### src/hw/rtl/ctp_pkg.sv
package ctp_pkg;

  // Store and key geometry
  localparam int MAX_TEXT  = 64;
  localparam int MAX_KEY   = 8;
  localparam int ADDR_W    = $clog2(MAX_TEXT);
  localparam int CNT_W     = ADDR_W + 1;
  localparam int KEY_IDX_W = $clog2(MAX_KEY);
  localparam int KLEN_W    = 4;
  localparam int KORD_W    = MAX_KEY * KEY_IDX_W;
  localparam int BYTE_W    = 8;

  // Configuration port
  localparam int CFG_W     = KORD_W;
  localparam int CFG_IDX_W = 2;

  localparam logic [CFG_IDX_W-1:0] CFG_MODE      = 2'd0;
  localparam logic [CFG_IDX_W-1:0] CFG_KEY_LEN   = 2'd1;
  localparam logic [CFG_IDX_W-1:0] CFG_KEY_ORDER = 2'd2;

  localparam logic                MODE_ENCRYPT  = 1'b0;
  localparam logic                MODE_DECRYPT  = 1'b1;
  localparam logic [KLEN_W-1:0]   KEY_LEN_RST   = 4'd1;
  // identity column order 7,6,...,0 packed from entry 7 down to entry 0
  localparam logic [KORD_W-1:0]   KEY_ORDER_RST = 24'hFAC688;

  // Controller to datapath commands
  typedef struct packed {
    logic load;       // input byte transfer
    logic div_init;   // final byte: start the row count division
    logic div_step;   // one quotient bit
    logic set_empty;  // no full row: present the empty result
    logic addr_calc;  // work out the store address of the next result
    logic mem_read;   // read the store
    logic advance;    // step the grid counters
    logic finish;     // last result taken: clear for the next message
  } ctp_cmd_t;

  // Datapath to controller status
  typedef struct packed {
    logic div_last;
    logic rows_zero;
    logic last_item;
  } ctp_status_t;

  // Entry k of the packed key order
  function automatic logic [KEY_IDX_W-1:0] key_entry(input logic [KORD_W-1:0] order,
                                                     input logic [KEY_IDX_W-1:0] k);
    return order[k*KEY_IDX_W +: KEY_IDX_W];
  endfunction

endpackage

### src/hw/rtl/ctp_ctrl.sv
module ctp_ctrl (
  input  logic                 clk_i,
  input  logic                 rst_ni,
  input  logic                 in_valid_i,
  input  logic                 end_of_message_i,
  input  logic                 out_stall_i,
  input  ctp_pkg::ctp_status_t status_i,
  output ctp_pkg::ctp_cmd_t    cmd_o,
  output logic                 in_stall_o,
  output logic                 out_valid_o
);
  import ctp_pkg::*;

  localparam logic [2:0] ST_LOAD  = 3'd0;
  localparam logic [2:0] ST_DIV   = 3'd1;
  localparam logic [2:0] ST_SETUP = 3'd2;
  localparam logic [2:0] ST_ADDR  = 3'd3;
  localparam logic [2:0] ST_READ  = 3'd4;
  localparam logic [2:0] ST_EMIT  = 3'd5;

  logic [2:0] state_q, state_d;

  assign in_stall_o  = (state_q != ST_LOAD);
  assign out_valid_o = (state_q == ST_EMIT);

  // Next state and commands
  always_comb begin
    state_d = state_q;
    cmd_o   = '0;
    case (state_q)
      ST_LOAD: begin
        if (in_valid_i) begin
          cmd_o.load = 1'b1;
          if (end_of_message_i) begin
            cmd_o.div_init = 1'b1;
            state_d        = ST_DIV;
          end
        end
      end
      ST_DIV: begin
        cmd_o.div_step = 1'b1;
        if (status_i.div_last) state_d = ST_SETUP;
      end
      ST_SETUP: begin
        if (status_i.rows_zero) begin
          cmd_o.set_empty = 1'b1;
          state_d         = ST_EMIT;
        end else begin
          state_d = ST_ADDR;
        end
      end
      ST_ADDR: begin
        cmd_o.addr_calc = 1'b1;
        state_d         = ST_READ;
      end
      ST_READ: begin
        cmd_o.mem_read = 1'b1;
        state_d        = ST_EMIT;
      end
      ST_EMIT: begin
        if (!out_stall_i) begin
          if (status_i.last_item) begin
            cmd_o.finish = 1'b1;
            state_d      = ST_LOAD;
          end else begin
            cmd_o.advance = 1'b1;
            state_d       = ST_ADDR;
          end
        end
      end
      default: state_d = ST_LOAD;
    endcase
  end

  always_ff @(posedge clk_i or negedge rst_ni) begin
    if (!rst_ni) begin
      state_q <= ST_LOAD;
    end else begin
      state_q <= state_d;
    end
  end

endmodule

### src/hw/rtl/ctp_datapath.sv
module ctp_datapath (
  input  logic                           clk_i,
  input  logic                           rst_ni,
  input  logic                           cfg_we_i,
  input  logic [ctp_pkg::CFG_IDX_W-1:0]  cfg_idx_i,
  input  logic [ctp_pkg::CFG_W-1:0]      cfg_wdata_i,
  input  logic [ctp_pkg::BYTE_W-1:0]     text_byte_i,
  input  ctp_pkg::ctp_cmd_t              cmd_i,
  output ctp_pkg::ctp_status_t           status_o,
  output logic [ctp_pkg::BYTE_W-1:0]     out_byte_o,
  output logic                           last_out_o,
  output logic                           overflowed_o,
  output logic                           empty_message_o
);
  import ctp_pkg::*;

  // Configuration registers
  logic                mode_q;
  logic [KLEN_W-1:0]   key_len_q;
  logic [KORD_W-1:0]   key_order_q;

  always_ff @(posedge clk_i or negedge rst_ni) begin
    if (!rst_ni) begin
      mode_q      <= MODE_ENCRYPT;
      key_len_q   <= KEY_LEN_RST;
      key_order_q <= KEY_ORDER_RST;
    end else if (cfg_we_i) begin
      case (cfg_idx_i)
        CFG_MODE:      mode_q      <= cfg_wdata_i[0];
        CFG_KEY_LEN:   key_len_q   <= cfg_wdata_i[KLEN_W-1:0];
        CFG_KEY_ORDER: key_order_q <= cfg_wdata_i[KORD_W-1:0];
        default: ;
      endcase
    end
  end

  // Effective key length, clamped to 1..MAX_KEY
  logic [KLEN_W-1:0] kl_eff;
  logic [KLEN_W-1:0] kl_m1;
  always_comb begin
    if (key_len_q == '0) begin
      kl_eff = KLEN_W'(1);
    end else if (key_len_q > KLEN_W'(MAX_KEY)) begin
      kl_eff = KLEN_W'(MAX_KEY);
    end else begin
      kl_eff = key_len_q;
    end
  end
  assign kl_m1 = kl_eff - KLEN_W'(1);

  // Byte count and overflow flag
  logic [CNT_W-1:0] count_q, count_d, count_inc;
  logic             ovf_q, ovf_d;
  logic             full;

  assign full      = (count_q >= CNT_W'(MAX_TEXT));
  assign count_inc = full ? count_q : count_q + CNT_W'(1);

  always_comb begin
    count_d = count_q;
    ovf_d   = ovf_q;
    if (cmd_i.finish) begin
      count_d = '0;
      ovf_d   = 1'b0;
    end else if (cmd_i.load) begin
      count_d = count_inc;
      if (full) ovf_d = 1'b1;
    end
  end

  always_ff @(posedge clk_i or negedge rst_ni) begin
    if (!rst_ni) begin
      count_q <= '0;
      ovf_q   <= 1'b0;
    end else begin
      count_q <= count_d;
      ovf_q   <= ovf_d;
    end
  end

  // Text store, one write and one registered read port
  logic [BYTE_W-1:0] mem [MAX_TEXT];
  logic [BYTE_W-1:0] rd_q;
  logic [ADDR_W-1:0] addr_q;

  always_ff @(posedge clk_i) begin
    if (cmd_i.load && !full) mem[count_q[ADDR_W-1:0]] <= text_byte_i;
    if (cmd_i.mem_read) rd_q <= mem[addr_q];
  end

  // Row count: restoring division of the byte count by the key length
  logic [KEY_IDX_W-1:0] div_rem_q;
  logic [CNT_W-1:0]     div_quo_q;
  logic [2:0]           div_cnt_q;
  logic [KLEN_W-1:0]    div_trial;
  logic                 div_ge;
  logic [KLEN_W-1:0]    div_diff;

  assign div_trial = {div_rem_q, div_quo_q[CNT_W-1]};
  assign div_ge    = (div_trial >= kl_eff);
  assign div_diff  = div_trial - kl_eff;

  always_ff @(posedge clk_i or negedge rst_ni) begin
    if (!rst_ni) begin
      div_rem_q <= '0;
      div_quo_q <= '0;
      div_cnt_q <= '0;
    end else if (cmd_i.div_init) begin
      div_rem_q <= '0;
      div_quo_q <= count_inc;
      div_cnt_q <= '0;
    end else if (cmd_i.div_step) begin
      div_rem_q <= div_ge ? div_diff[KEY_IDX_W-1:0] : div_trial[KEY_IDX_W-1:0];
      div_quo_q <= {div_quo_q[CNT_W-2:0], div_ge};
      div_cnt_q <= div_cnt_q + 3'd1;
    end
  end

  // Grid walk: encrypt goes key entry (outer) by row (inner),
  // decrypt goes row (outer) by column (inner)
  logic [CNT_W-1:0]  rows;
  logic [CNT_W-1:0]  rows_m1;
  logic [ADDR_W-1:0] inner_q, outer_q;
  logic [CNT_W-1:0]  base_q;
  logic [ADDR_W-1:0] inner_lim, outer_lim;
  logic              inner_end;

  assign rows      = div_quo_q;
  assign rows_m1   = rows - CNT_W'(1);
  assign inner_lim = (mode_q == MODE_ENCRYPT) ? rows_m1[ADDR_W-1:0] : ADDR_W'(kl_m1);
  assign outer_lim = (mode_q == MODE_ENCRYPT) ? ADDR_W'(kl_m1) : rows_m1[ADDR_W-1:0];
  assign inner_end = (inner_q == inner_lim);

  always_ff @(posedge clk_i or negedge rst_ni) begin
    if (!rst_ni) begin
      inner_q <= '0;
      outer_q <= '0;
      base_q  <= '0;
    end else if (cmd_i.div_init) begin
      inner_q <= '0;
      outer_q <= '0;
      base_q  <= '0;
    end else if (cmd_i.advance) begin
      if (inner_end) begin
        inner_q <= '0;
        base_q  <= '0;
        outer_q <= outer_q + ADDR_W'(1);
      end else begin
        inner_q <= inner_q + ADDR_W'(1);
        base_q  <= base_q + CNT_W'(kl_eff);
      end
    end
  end

  // Encrypt address: row base plus keyed column, past the count reads zero
  logic [KEY_IDX_W-1:0] enc_col;
  logic [CNT_W-1:0]     enc_idx;
  logic                 enc_zero;

  assign enc_col  = key_entry(key_order_q, outer_q[KEY_IDX_W-1:0]);
  assign enc_idx  = base_q + CNT_W'(enc_col);
  assign enc_zero = (enc_idx >= count_q);

  // Decrypt: last key entry naming this column gives the source run
  logic                 dec_found;
  logic [KEY_IDX_W-1:0] dec_m;
  logic [9:0]           dec_idx;

  always_comb begin
    dec_found = 1'b0;
    dec_m     = '0;
    for (int m = 0; m < MAX_KEY; m++) begin
      if ((KLEN_W'(m) < kl_eff) &&
          (key_entry(key_order_q, KEY_IDX_W'(m)) == inner_q[KEY_IDX_W-1:0])) begin
        dec_found = 1'b1;
        dec_m     = KEY_IDX_W'(m);
      end
    end
  end

  assign dec_idx = 10'(dec_m) * 10'(rows) + 10'(outer_q);

  // Result registers
  logic zero_q, last_q, empty_q;

  always_ff @(posedge clk_i or negedge rst_ni) begin
    if (!rst_ni) begin
      addr_q  <= '0;
      zero_q  <= 1'b1;
      last_q  <= 1'b0;
      empty_q <= 1'b0;
    end else if (cmd_i.set_empty) begin
      zero_q  <= 1'b1;
      last_q  <= 1'b1;
      empty_q <= 1'b1;
    end else if (cmd_i.addr_calc) begin
      if (mode_q == MODE_ENCRYPT) begin
        addr_q <= enc_idx[ADDR_W-1:0];
        zero_q <= enc_zero;
      end else begin
        addr_q <= dec_idx[ADDR_W-1:0];
        zero_q <= !dec_found;
      end
      last_q  <= inner_end && (outer_q == outer_lim);
      empty_q <= 1'b0;
    end
  end

  assign out_byte_o      = zero_q ? '0 : rd_q;
  assign last_out_o      = last_q;
  assign overflowed_o    = ovf_q;
  assign empty_message_o = empty_q;

  assign status_o.div_last  = (div_cnt_q == 3'(CNT_W - 1));
  assign status_o.rows_zero = (rows == '0);
  assign status_o.last_item = last_q;

endmodule

### src/hw/rtl/columnar_transposition_cipher_core.sv
// Channel   Direction  Handshake               Payload
// in        sink       in_valid_i / in_stall_o   text_byte_i, end_of_message_i
// out       source     out_valid_o / out_stall_i out_byte_o, last_out_o,
//                                                overflowed_o, empty_message_o
// cfg       sink       cfg_we_i                cfg_idx_i, cfg_wdata_i
//
// Message bytes load at one per cycle into a 64-byte store while the input is not stalled.
// After the final byte, the row count comes from a 7-step shift-subtract
// division by the key length, then a setup state; each result but the empty
// one then passes through address calculation, store read and presentation.
// Input is stalled from the final byte until the last result is transferred.
// Reset returns the registers to encrypt, key length 1, identity order.
// An output stall holds the presented result unchanged.
module columnar_transposition_cipher_core (
  input  logic                           clk_i,
  input  logic                           rst_ni,
  input  logic                           cfg_we_i,
  input  logic [ctp_pkg::CFG_IDX_W-1:0]  cfg_idx_i,
  input  logic [ctp_pkg::CFG_W-1:0]      cfg_wdata_i,
  input  logic                           in_valid_i,
  output logic                           in_stall_o,
  input  logic [ctp_pkg::BYTE_W-1:0]     text_byte_i,
  input  logic                           end_of_message_i,
  output logic                           out_valid_o,
  input  logic                           out_stall_i,
  output logic [ctp_pkg::BYTE_W-1:0]     out_byte_o,
  output logic                           last_out_o,
  output logic                           overflowed_o,
  output logic                           empty_message_o
);
  import ctp_pkg::*;

  ctp_cmd_t    cmd;
  ctp_status_t status;

  ctp_ctrl u_ctrl (
    .clk_i            (clk_i),
    .rst_ni           (rst_ni),
    .in_valid_i       (in_valid_i),
    .end_of_message_i (end_of_message_i),
    .out_stall_i      (out_stall_i),
    .status_i         (status),
    .cmd_o            (cmd),
    .in_stall_o       (in_stall_o),
    .out_valid_o      (out_valid_o)
  );

  ctp_datapath u_datapath (
    .clk_i           (clk_i),
    .rst_ni          (rst_ni),
    .cfg_we_i        (cfg_we_i),
    .cfg_idx_i       (cfg_idx_i),
    .cfg_wdata_i     (cfg_wdata_i),
    .text_byte_i     (text_byte_i),
    .cmd_i           (cmd),
    .status_o        (status),
    .out_byte_o      (out_byte_o),
    .last_out_o      (last_out_o),
    .overflowed_o    (overflowed_o),
    .empty_message_o (empty_message_o)
  );

endmodule

### config.mk
export PLATFORM = sky130hd
export DESIGN_NAME = columnar_transposition_cipher_core
export DESIGN_NICKNAME = d
export VERILOG_FILES = /design/src/hw/rtl/ctp_pkg.sv /design/src/hw/rtl/ctp_ctrl.sv /design/src/hw/rtl/ctp_datapath.sv /design/src/hw/rtl/columnar_transposition_cipher_core.sv
export SDC_FILE = /design/constraint.sdc
export NUM_CORES = 1
export LEC_CHECK = 0
export ABC_AREA = 1
export ABC_CLOCK_PERIOD_IN_PS = 8800
export BUFFER_PORTS_ARGS = -buffer_cell sky130_fd_sc_hd__buf_2
export CAP_MARGIN = 30
export CORE_MARGIN = 1
export CORE_UTILIZATION = 40
export CTS_CLUSTER_DIAMETER = 120
export DETAILED_ROUTE_END_ITERATION = 12
export HOLD_SLACK_MARGIN = 0.1
export PLACE_DENSITY = 0.53
export RECOVER_POWER = 100
export SKIP_LAST_GASP = 1
export SLEW_MARGIN = 20
export SYNTH_ARGS = -nofsm -noshare
export SYNTH_HDL_FRONTEND = slang
export SYNTH_SLANG_ARGS = --single-unit
### constraint.sdc
create_clock -name clk_i -period 8.8 [get_ports clk_i]
set_input_delay 0.88 -clock clk_i [delete_from_list [all_inputs] [get_ports clk_i]]
set_output_delay 0.88 -clock clk_i [all_outputs]
set_load 0.02 [all_outputs]
* Word-level counts from Yosys, hierarchy flattened
Memory sizes are Yosys's and may differ from the RTL's. A register that Yosys moved wholly into a read port is not among the register bits. Index checks and enable logic that the tools add are counted.
Storage, ports and cells: memories kept 1, output and inout bits 13, word-level logic and storage cells 166, register bits 81, RAM bits 512, input bits 40
Memory list:
- u_datapath.mem | words 64, width 8, read ports 1, clocked after memory_dff 1, write ports 1, line ctp_datapath.sv:82 | logic [BYTE_W-1:0] mem [MAX_TEXT];
Operators by class: reduce and logical (&&, ||, !) cells 30, bitwise operators 1, multiply operators 2, $add $sub $neg 10, equal/unequal tests 22, muxes and demuxes 71, magnitude comparators 12, shift-type cells 1
Operators by type and width (count):
- $mux 7 | 8
- $mux 6 | 9
- $mux 3 | 14
- $mux 1 | 29
- $eq 3x3->1 | 8
- $shiftx 24x6->3 | 1
- $pmux 3 s6 | 1
- $lt 3x4->1 const A | 4
- $mux 2 | 7
- $add 6x1->6 const B | 2
- $eq 6x6->1 | 2
- $reduce_and 2->1 | 6
- $reduce_bool 2->1 | 6
- $logic_and 1x1->1 | 10
- $eq 3x3->1 const B | 3
- $lt 1x4->1 const A | 2
- $lt 2x4->1 const A | 2
- $mux 4 | 2
- $mux 8 | 1
- $ne 2x2->1 const B | 4
- $add 7x1->7 const B | 1
- $add 7x3->7 | 1
- $add 7x4->7 | 1
- $ge 7x7->1 | 1
- 22 further kinds | 24

* Depth between registers and ports, before layout
Gate-level depths: netlist of run 1.
depth after elaboration 17, depth in mapped cells 33, gate-level depth less buffers 33

* Hierarchy
From an unflattened synthesis of run 1, not the netlist that was laid out.
Unflattened totals: cell total of the unflattened synthesis 2317, area, all modules 26220.1 um^2
Modules (own cells, without submodules):
- ctp_datapath | seq. area each 17584.4 um^2, area each 25958.6 um^2, instances 1, cells an instance 2271
- ctp_ctrl | seq. area each 75.1 um^2, area each 261.5 um^2, instances 1, cells an instance 46

* Least setup slack after synthesis of run 1
No wires, ideal clock.
path kind register -> register, start register u_datapath.key_len_q[2], end register u_datapath.addr_q[5], library setup time 0.116 ns, stages on the path, launching flop included 31, data required time 8.684 ns, setup slack 4.560 ns, path buffers 0, arrival time 4.123 ns, cell sequence dfrtp_1 > inv_2 > nand3_1 > a21oi_1 > inv_1 > ha_1 > nand2_1 > nand3_1 > nor2_1 > nand2_1 > nand2_1 > nand2_1 > nand2_1 > nand2_1 > nand2_1 > nand2_1 > fa_1 > inv_1 > fa_1 > inv_1 > fa_1 > o21ai_0 > a21oi_1 > xnor2_1 > nand3b_1 > nand2_1 > inv_1 > nand2_1 > nand3_1 > nand2_1 > nand2_1
Between the ends: cells in the longest elaborated chain, start to end 15
Ends and longest elaborated chain:
- start: declaration | line ctp_datapath.sv:19 | logic [KLEN_W-1:0] key_len_q;
- start signal: assignment | line ctp_datapath.sv:30 | CFG_KEY_LEN: key_len_q <= cfg_wdata_i[KLEN_W-1:0];
- $gt 4x4->1 | line ctp_datapath.sv:43 | end else if (key_len_q > KLEN_W'(MAX_KEY)) begin
- $mux 4 | line ctp_datapath.sv:43
- $mux 4 (*) | line ctp_datapath.sv:41 | if (key_len_q == '0) begin
- $lt 1x4->1 | line ctp_datapath.sv:173 | if ((KLEN_W'(m) < kl_eff) &&
- $logic_and 1x1->1 | line ctp_datapath.sv:173
- $mux 1 | line ctp_datapath.sv:173
- $mux 2 (2 in a row) | line ctp_datapath.sv:173
- $mux 3 (3 in a row) | line ctp_datapath.sv:173
- $mux 3 (*) | line ctp_datapath.sv:173
- $mul 3x7->6 (*) | line ctp_datapath.sv:181 | assign dec_idx = 10'(dec_m) * 10'(rows) + 10'(outer_q);
- $add 6x6->6 (*) | line ctp_datapath.sv:181
- $mux 6 (*) | line ctp_datapath.sv:197 | if (mode_q == MODE_ENCRYPT) begin
- end signal: assignment | line ctp_datapath.sv:198 | addr_q <= enc_idx[ADDR_W-1:0];
- end signal: assignment | line ctp_datapath.sv:201 | addr_q <= dec_idx[ADDR_W-1:0];
- end: declaration | line ctp_datapath.sv:84 | logic [ADDR_W-1:0] addr_q;
Mark *: on every way between the ends. The rest lies on a longest branch, timed or not. A chain may end at the register's enable or synchronous reset.

==> flow_metrics.py, run 1 <==
metrics = {
    "outcome": {
        "status": "finished with violations",
        "violations": "capacitance limit, slew limit",
    },
    "synth": {
        "synth_compound_area_share_pct": 13.6,
        "yosys.area_share.simple_pct": 10.9,
        "syn_avg_cell_area_um2": 11.5,
        "synth_xor_area_share_pct": 1.69,
        "synth_top_family_by_area": "compound AO/OA/AOI/OAI gates",
        "synth_fa_ha_area_share_pct": 2.47,
        "synth_warnings": 0,
        "syn-num-nets": 2378,
        "synth_mux_area_share_pct": 0.342,
        "yosysSeqAreaShare_pct": 67.0,
        "ys_types": 56,
        "synth_cells": 2292,
        "ys_seq_elements": 601,
        "synthesis.area_mm2": 0.0263,
    },
    "worst_setup_path": {
        "cp_max_fo": 59,
        "cp-end-kind": "register",
        "worstPathRequired_ps": 9280,
        "crit_arrival_ps": 6980,
        "cp-start-kind": "register",
        "critPathKind": "reg2reg",
    },
    "power": {
        "p_per_area_mw_per_mm2": 317,
        "leakage_nw": 10.2,
        "ir_drop_uv": 196,
        "p_total_mw": 9.23,
    },
    "clock_tree": {
        "tritoncts": "done",
        "clockBufferDepth": 3,
        "clk_latency_ps": 630,
        "cts_setup_buffers": 0,
        "clk_pin_slew_worst_paths_ps": 60,
        "ctsHoldBuffers": 0,
        "htree_levels": 2,
        "cts_resized": 0,
        "cts_buffers": 61,
        "root_buffer": "clkbuf_16",
        "cts_sinks": 601,
    },
    "die": {
        "die_h_um": 259,
        "dieArea_mm2": 0.0669,
        "ioPinCount": 53,
        "core_mm2": 0.0648,
        "initial_core_util_pct": 40.6,
        "row_count": 93,
        "die_w_um": 259,
    },
    "timing": {
        "setup_viol": 0,
        "maxSlewHeadroom_pct": -128,
        "slew_viol_final": 745,
        "setup_ws_ps": 2300,
        "fin_worst_skew_ps": 16.6,
        "setup_tns_ps": 0,
        "period_needed_ps": 6500,
        "worst_pin_slew_ps": 3410,
        "hold_viol_final": 0,
        "fmax_mhz": 154,
        "rsz0062_at_grt": "no",
        "finalCritPeriodShare_pct": 73.8,
    },
    "global_route": {
        "grt_first_pass_wirelength_um": 108000,
        "grt_max_degree": 166,
        "grt.total_usage_pct": 21.3,
        "grt_pass1_vias": 17300,
        "grt-ovfl-total": 0,
        "antenna_found_initial": 0,
    },
    "placed_design": {
        "place_ws_ps": 3880,
        "hpwl_um": 41700,
        "gp_congestion": 0.862,
        "io_buffers": 52,
        "postPlaceCellArea_mm2": 0.0273,
    },
    "detailed_routing": {
        "via_per_inst": 5.55,
        "drtIter0Drc": 1513,
        "routed_wl_um": 71300,
        "first_pass_iters": 6,
        "routedWlPerCell_um": 22.2,
        "detail-route-antenna-nets": 0,
        "drc": 0,
        "vias": 17800,
    },
    "layout": {
        "post-route-util_pct": 45.0,
        "final_area_mm2": 0.0292,
        "antenna_cells": 0,
        "syn_to_final_growth_pct": 10.8,
        "final_nets": 2390,
        "drive_gt1_share_pct": 8.12,
    },
    "min_path": {
        "hold_path.class": "reg2reg",
    },
    "job": {
        "cap_violations": 13,
    },
}
==> cell usage in the layout, fill, tap and decap left out, drive strengths merged, types with 10 or more instances in the layout <==
master,n
edfxtp,520
nor2,471
o21ai,390
nand2,161
o22ai,140
inv,116
clkbuf,105
dfrtp,67
buf,49
a21oi,46
nand3,40
ha,36
xor2,35
clkinv,28
o221ai,20
xnor2,14
o211ai,14
dfstp,14
nor3,11
fa,10
==> sequential cells by signal, summed over array words and instances (netlist names), 3 cells and up <==
| register | count |
|---|---|
| u_datapath.mem | 512 |
| u_datapath.key_order_q | 24 |
| u_datapath.rd_q | 8 |
| u_datapath.base_q | 7 |
| u_datapath.count_q | 7 |
| u_datapath.div_quo_q | 7 |
| u_datapath.addr_q | 6 |
| u_datapath.inner_q | 6 |
| u_datapath.outer_q | 6 |
| u_datapath.key_len_q | 4 |
| u_ctrl.state_q | 3 |
| u_datapath.div_cnt_q | 3 |
| u_datapath.div_rem_q | 3 |
==> cells in the mapped netlist (all sizes together) <==
library cell / number / area (µm²)
edfxtp: 520 / 15600
nor2: 471 / 1830
o21ai: 390 / 1990
nand2: 161 / 622
o22ai: 140 / 876
inv: 118 / 445
clkbuf: 80 / 300
dfrtp: 67 / 1680
buf: 49 / 278
a21oi: 46 / 234
nand3: 40 / 228
ha: 36 / 450
xor2: 35 / 322
o221ai: 20 / 175
dfstp: 14 / 368
o211ai: 14 / 105
xnor2: 14 / 123
nor3: 11 / 76.3
fa: 10 / 200
nand4: 9 / 56.3
mux2: 8 / 90.1
o311ai: 6 / 52.6
a31oi: 5 / 31.3
or2: 4 / 25.0
a22oi: 3 / 22.5
o21bai: 3 / 22.5
o32ai: 3 / 26.3
and3: 2 / 12.5
clkinv: 2 / 7.51
nand3b: 2 / 15.0
nor4: 2 / 12.5
o2111ai: 2 / 17.5
a21boi: 1 / 7.51
a21o: 1 / 7.51
a221oi: 1 / 8.76
a32o: 1 / 10.0
o31ai: 1 / 7.51
==> cells by family after synthesis <==
logic type / count (synthesis)
multiplexers: 8
adder cells (fa/ha/maj): 46
AO/OA/AOI/OAI: 637
buffers and inverters: 249
XOR/XNOR: 49
AND/OR/NAND/NOR: 702
flip-flops: 601
==> power breakdown <==
group	switching [mW]	leakage, nW	internal (mW)	total, mW
sequential	0.268	5.66	3.27	3.54
clock	1.11	0.984	1.54	2.64
combinational	2.12	3.54	0.935	3.05
==> per-layer routing <==
metal | global-route usage, % | vias up | share of wire, %
li1 | - | 8250 | -
met1 | 30.3 | 8899 | 45
met2 | 34.2 | 534 | 47
met3 | 2.35 | 111 | 5.2
met4 | 6.56 | 0 | 2.5
met5 | 0 | - | 0
==> final timing paths <==
check | startpoint | endpoint | slack [ps] | cells past startpoint
min | u_datapath.empty_message_o | u_datapath.empty_message_o | 480 | 2
min reg2reg | u_datapath.empty_message_o | u_datapath.empty_message_o | 480 | 2
max in group asynchronous | rst_ni | u_datapath.count_q[6] | 4600 | 2
min in group asynchronous | rst_ni | u_datapath.key_order_q[8] | 850 | 1
max reg2reg | u_datapath.addr_q[1] | u_datapath.rd_q[7] | 2300 | 9
max | u_datapath.addr_q[1] | u_datapath.rd_q[7] | 2300 | 9
==> worst max-delay path: stages (launching register included) <==
cell	delay [ps]
dfrtp_4	630
clkinv_2	430
clkbuf_1	2140
clkbuf_1	1490
o21ai_0	260
o22ai_1	270
nor2_1	70
o311ai_0	550
o211ai_1	280
nand2_1	170
==> through the flow <==
stage	instances	hold slack, ps
after floorplan	2292	459
after global placement	3093	473
after detailed placement	3095	469
after CTS	3206	200
after global routing	3207	470
final	3207	482
==> area by class of cell <==
type	count	area [µm²]
clock buffers	76	1620
clock inverters	35	388
fillers	6025	35600
inverters	120	459
multi-input cells	1442	7560
flip-flops and latches	601	17700
well taps	855	1070
repair buffers	78	404
Power figures use the tool's default switching activity.
==> run 2, diff against run 1 <==
--- a/config.mk
+++ b/config.mk
@@ -6,7 +6,7 @@
 export NUM_CORES = 1
 export LEC_CHECK = 0
 export ABC_AREA = 1
-export ABC_CLOCK_PERIOD_IN_PS = 8800
+export ABC_CLOCK_PERIOD_IN_PS = 5800
 export BUFFER_PORTS_ARGS = -buffer_cell sky130_fd_sc_hd__buf_2
 export CAP_MARGIN = 30
 export CORE_MARGIN = 1
@@ -14,7 +14,7 @@
 export CTS_CLUSTER_DIAMETER = 120
 export DETAILED_ROUTE_END_ITERATION = 12
 export HOLD_SLACK_MARGIN = 0.1
-export PLACE_DENSITY = 0.53
+export PLACE_DENSITY = 0.55
 export RECOVER_POWER = 100
 export SKIP_LAST_GASP = 1
 export SLEW_MARGIN = 20
==> constraint.sdc (replaced) <==
create_clock -name clk_i -period 5.8 [get_ports clk_i]
set_input_delay 0.58 -clock clk_i [delete_from_list [all_inputs] [get_ports clk_i]]
set_output_delay 0.58 -clock clk_i [all_outputs]
set_load 0.02 [all_outputs]
==> run 2 against run 1 <==
Against the previous run:
- the flow still finishes with violations (capacitance limit, slew limit)
- fmax increased by 28%
- final cell count increased by 0.56%
- die area is the same
- via count is essentially flat
- sequential power is 52% higher
- first-iteration DRC count shrank 1.1%
- critical path type unchanged
==> flow_metrics.py, run 2 (synthesis results as in run 1) <==
metrics = {
    "outcome": {
        "status": "finished with violations",
        "violations": "capacitance limit, slew limit",
    },
    "timing": {
        "finalCritPeriodShare_pct": 87.8,
        "setup_viol": 0,
        "maxSlewHeadroom_pct": -121,
        "slew_viol_final": 645,
        "setup_ws_ps": 708,
        "period_needed_ps": 5090,
        "worst_pin_slew_ps": 3320,
        "setup_tns_ps": 0,
        "hold_viol_final": 0,
        "whs_ps": 203,
        "fmax_mhz": 196,
        "fin_worst_skew_ps": 28.7,
        "rsz0062_at_grt": "no",
    },
    "detailed_routing": {
        "routed_wl_um": 70000,
        "detail-route-antenna-nets": 0,
        "drtIter0Drc": 1497,
        "first_pass_iters": 6,
        "routedWlPerCell_um": 21.7,
        "drc": 0,
        "vias": 17800,
        "via_per_inst": 5.51,
    },
    "worst_setup_path": {
        "slowest_delay_ps": 530,
        "slowest_stage": "fa_1",
        "cp_max_fo": 5,
        "cp-start-kind": "register",
        "r2r_slack_ps": 710,
        "crit_arrival_ps": 5570,
        "critPathKind": "reg2reg",
        "crit_path_frequent_cell": "nand2_1",
        "worstPathRequired_ps": 6270,
        "cp-end-kind": "register",
    },
    "layout": {
        "fill_cells": 5972,
        "final_cell_mix": "edfxtp_1, nor2_1, o21ai_0, nand2_1, o22ai_1",
        "antenna_cells": 0,
        "largest_register_ffs": 512,
        "final_common_cell": "edfxtp_1",
        "syn_to_final_growth_pct": 11.1,
        "final_nets": 2404,
        "drive_gt1_share_pct": 8.23,
    },
    "clock_tree": {
        "cts_setup_buffers": 0,
        "cts_buffers": 68,
        "ctsHoldBuffers": 1,
        "clk_latency_ps": 610,
        "tritoncts": "done",
        "clockBufferDepth": 3,
        "cts_sinks": 601,
        "root_buffer": "clkbuf_16",
        "cts_resized": 0,
        "clk_pin_slew_worst_paths_ps": 60,
        "htree_levels": 3,
    },
    "global_route": {
        "grt_use_met2_pct": 34.3,
        "grt-ovfl-total": 0,
        "grt_max_degree": 130,
        "top_usage_layer": "met2",
        "gr-usage-met1_pct": 28.8,
        "antenna_found_initial": 0,
        "met3_usage_pct": 3.13,
        "grt.total_usage_pct": 21.0,
        "grt_pass1_vias": 17400,
        "grt_first_pass_wirelength_um": 106000,
    },
    "job": {
        "cap_violations": 11,
    },
    "die": {
        "core_mm2": 0.0648,
        "ioPinCount": 53,
        "die_w_um": 259,
        "dieArea_mm2": 0.0669,
        "row_count": 93,
        "die_h_um": 259,
        "initial_core_util_pct": 40.6,
    },
    "placed_design": {
        "hpwl_um": 42100,
        "io_buffers": 52,
        "gp_congestion": 0.855,
        "place_ws_ps": 879,
    },
    "power": {
        "ir_drop_uv": 273,
        "p_total_mw": 14.0,
        "p_per_area_mw_per_mm2": 479,
        "leakage_nw": 10.2,
    },
    "min_path": {
        "hold_path.class": "in2reg",
    },
}
## run 2: changes by cell type in the layout (fill, tap and decap cells not counted), moves of 3 or more
cell / delta
buf_4: +6
inv_6: +4
clkbuf_1: +11
clkbuf_16: +8
bufinv_16: -6
clkinvlp_4: -3
clkinv_2: -5
## run 2: layout make-up
type / count / area, µm² / area share (%)
clock buffer: 95 / 1870 / 6.37
clock inverter: 27 / 199 / 0.680
inverter: 120 / 459 / 1.57
multi-input combinational: 1442 / 7560 / 25.8
sequential: 601 / 17700 / 60.4
tap: 855 / 1070 / 3.66
timing repair buffer: 85 / 444 / 1.52
## run 2: worst paths after layout
kind / startpoint / end / cells after the start
worst max register to register: u_datapath.key_len_q[2] / u_datapath.addr_q[5] / 28
max in group asynchronous: rst_ni / u_datapath.addr_q[1] / 3
worst min register to register: u_datapath.key_len_q[0] / u_datapath.key_len_q[0] / 2
worst max-delay path: u_datapath.key_len_q[2] / u_datapath.addr_q[5] / 28
worst min-delay path: cfg_wdata_i[23] / u_datapath.key_order_q[23] / 2
min in group asynchronous: rst_ni / u_datapath.key_order_q[1] / 2
## run 2: critical path: cells and delay by family (launching register included)
family,cells,cell delay [ps]
AND/OR/NAND/NOR,13,1170
flip-flops,1,460
adder cells (fa/ha/maj),4,1540
AO/OA/AOI/OAI,4,960
XOR/XNOR,1,190
buffers and inverters,6,640
## run 2: layer usage
layer / share of wire [%] / vias up
met5: 0 / -
met4: 2.3 / 0
met3: 5.6 / 100
met2: 48 / 563
met1: 45 / 8819
li1: - / 8301
## run 2: power breakdown
| part | internal (mW) | switching (mW) |
|---|---|---|
| combinational | 1.42 | 3.17 |
| sequential | 4.96 | 0.425 |
| clock | 2.34 | 1.70 |
| total | 8.72 | 5.29 |
## run 2: per-stage QoR
stage / util (%) / area [µm²] / cells
floorplan: - / 26300 / 2292
global placement: 42.2 / 27300 / 3098
detailed placement: 42.2 / 27400 / 3102
CTS: 45.4 / 29400 / 3225
global route: 45.2 / 29300 / 3225
finish: 45.2 / 29300 / 3225
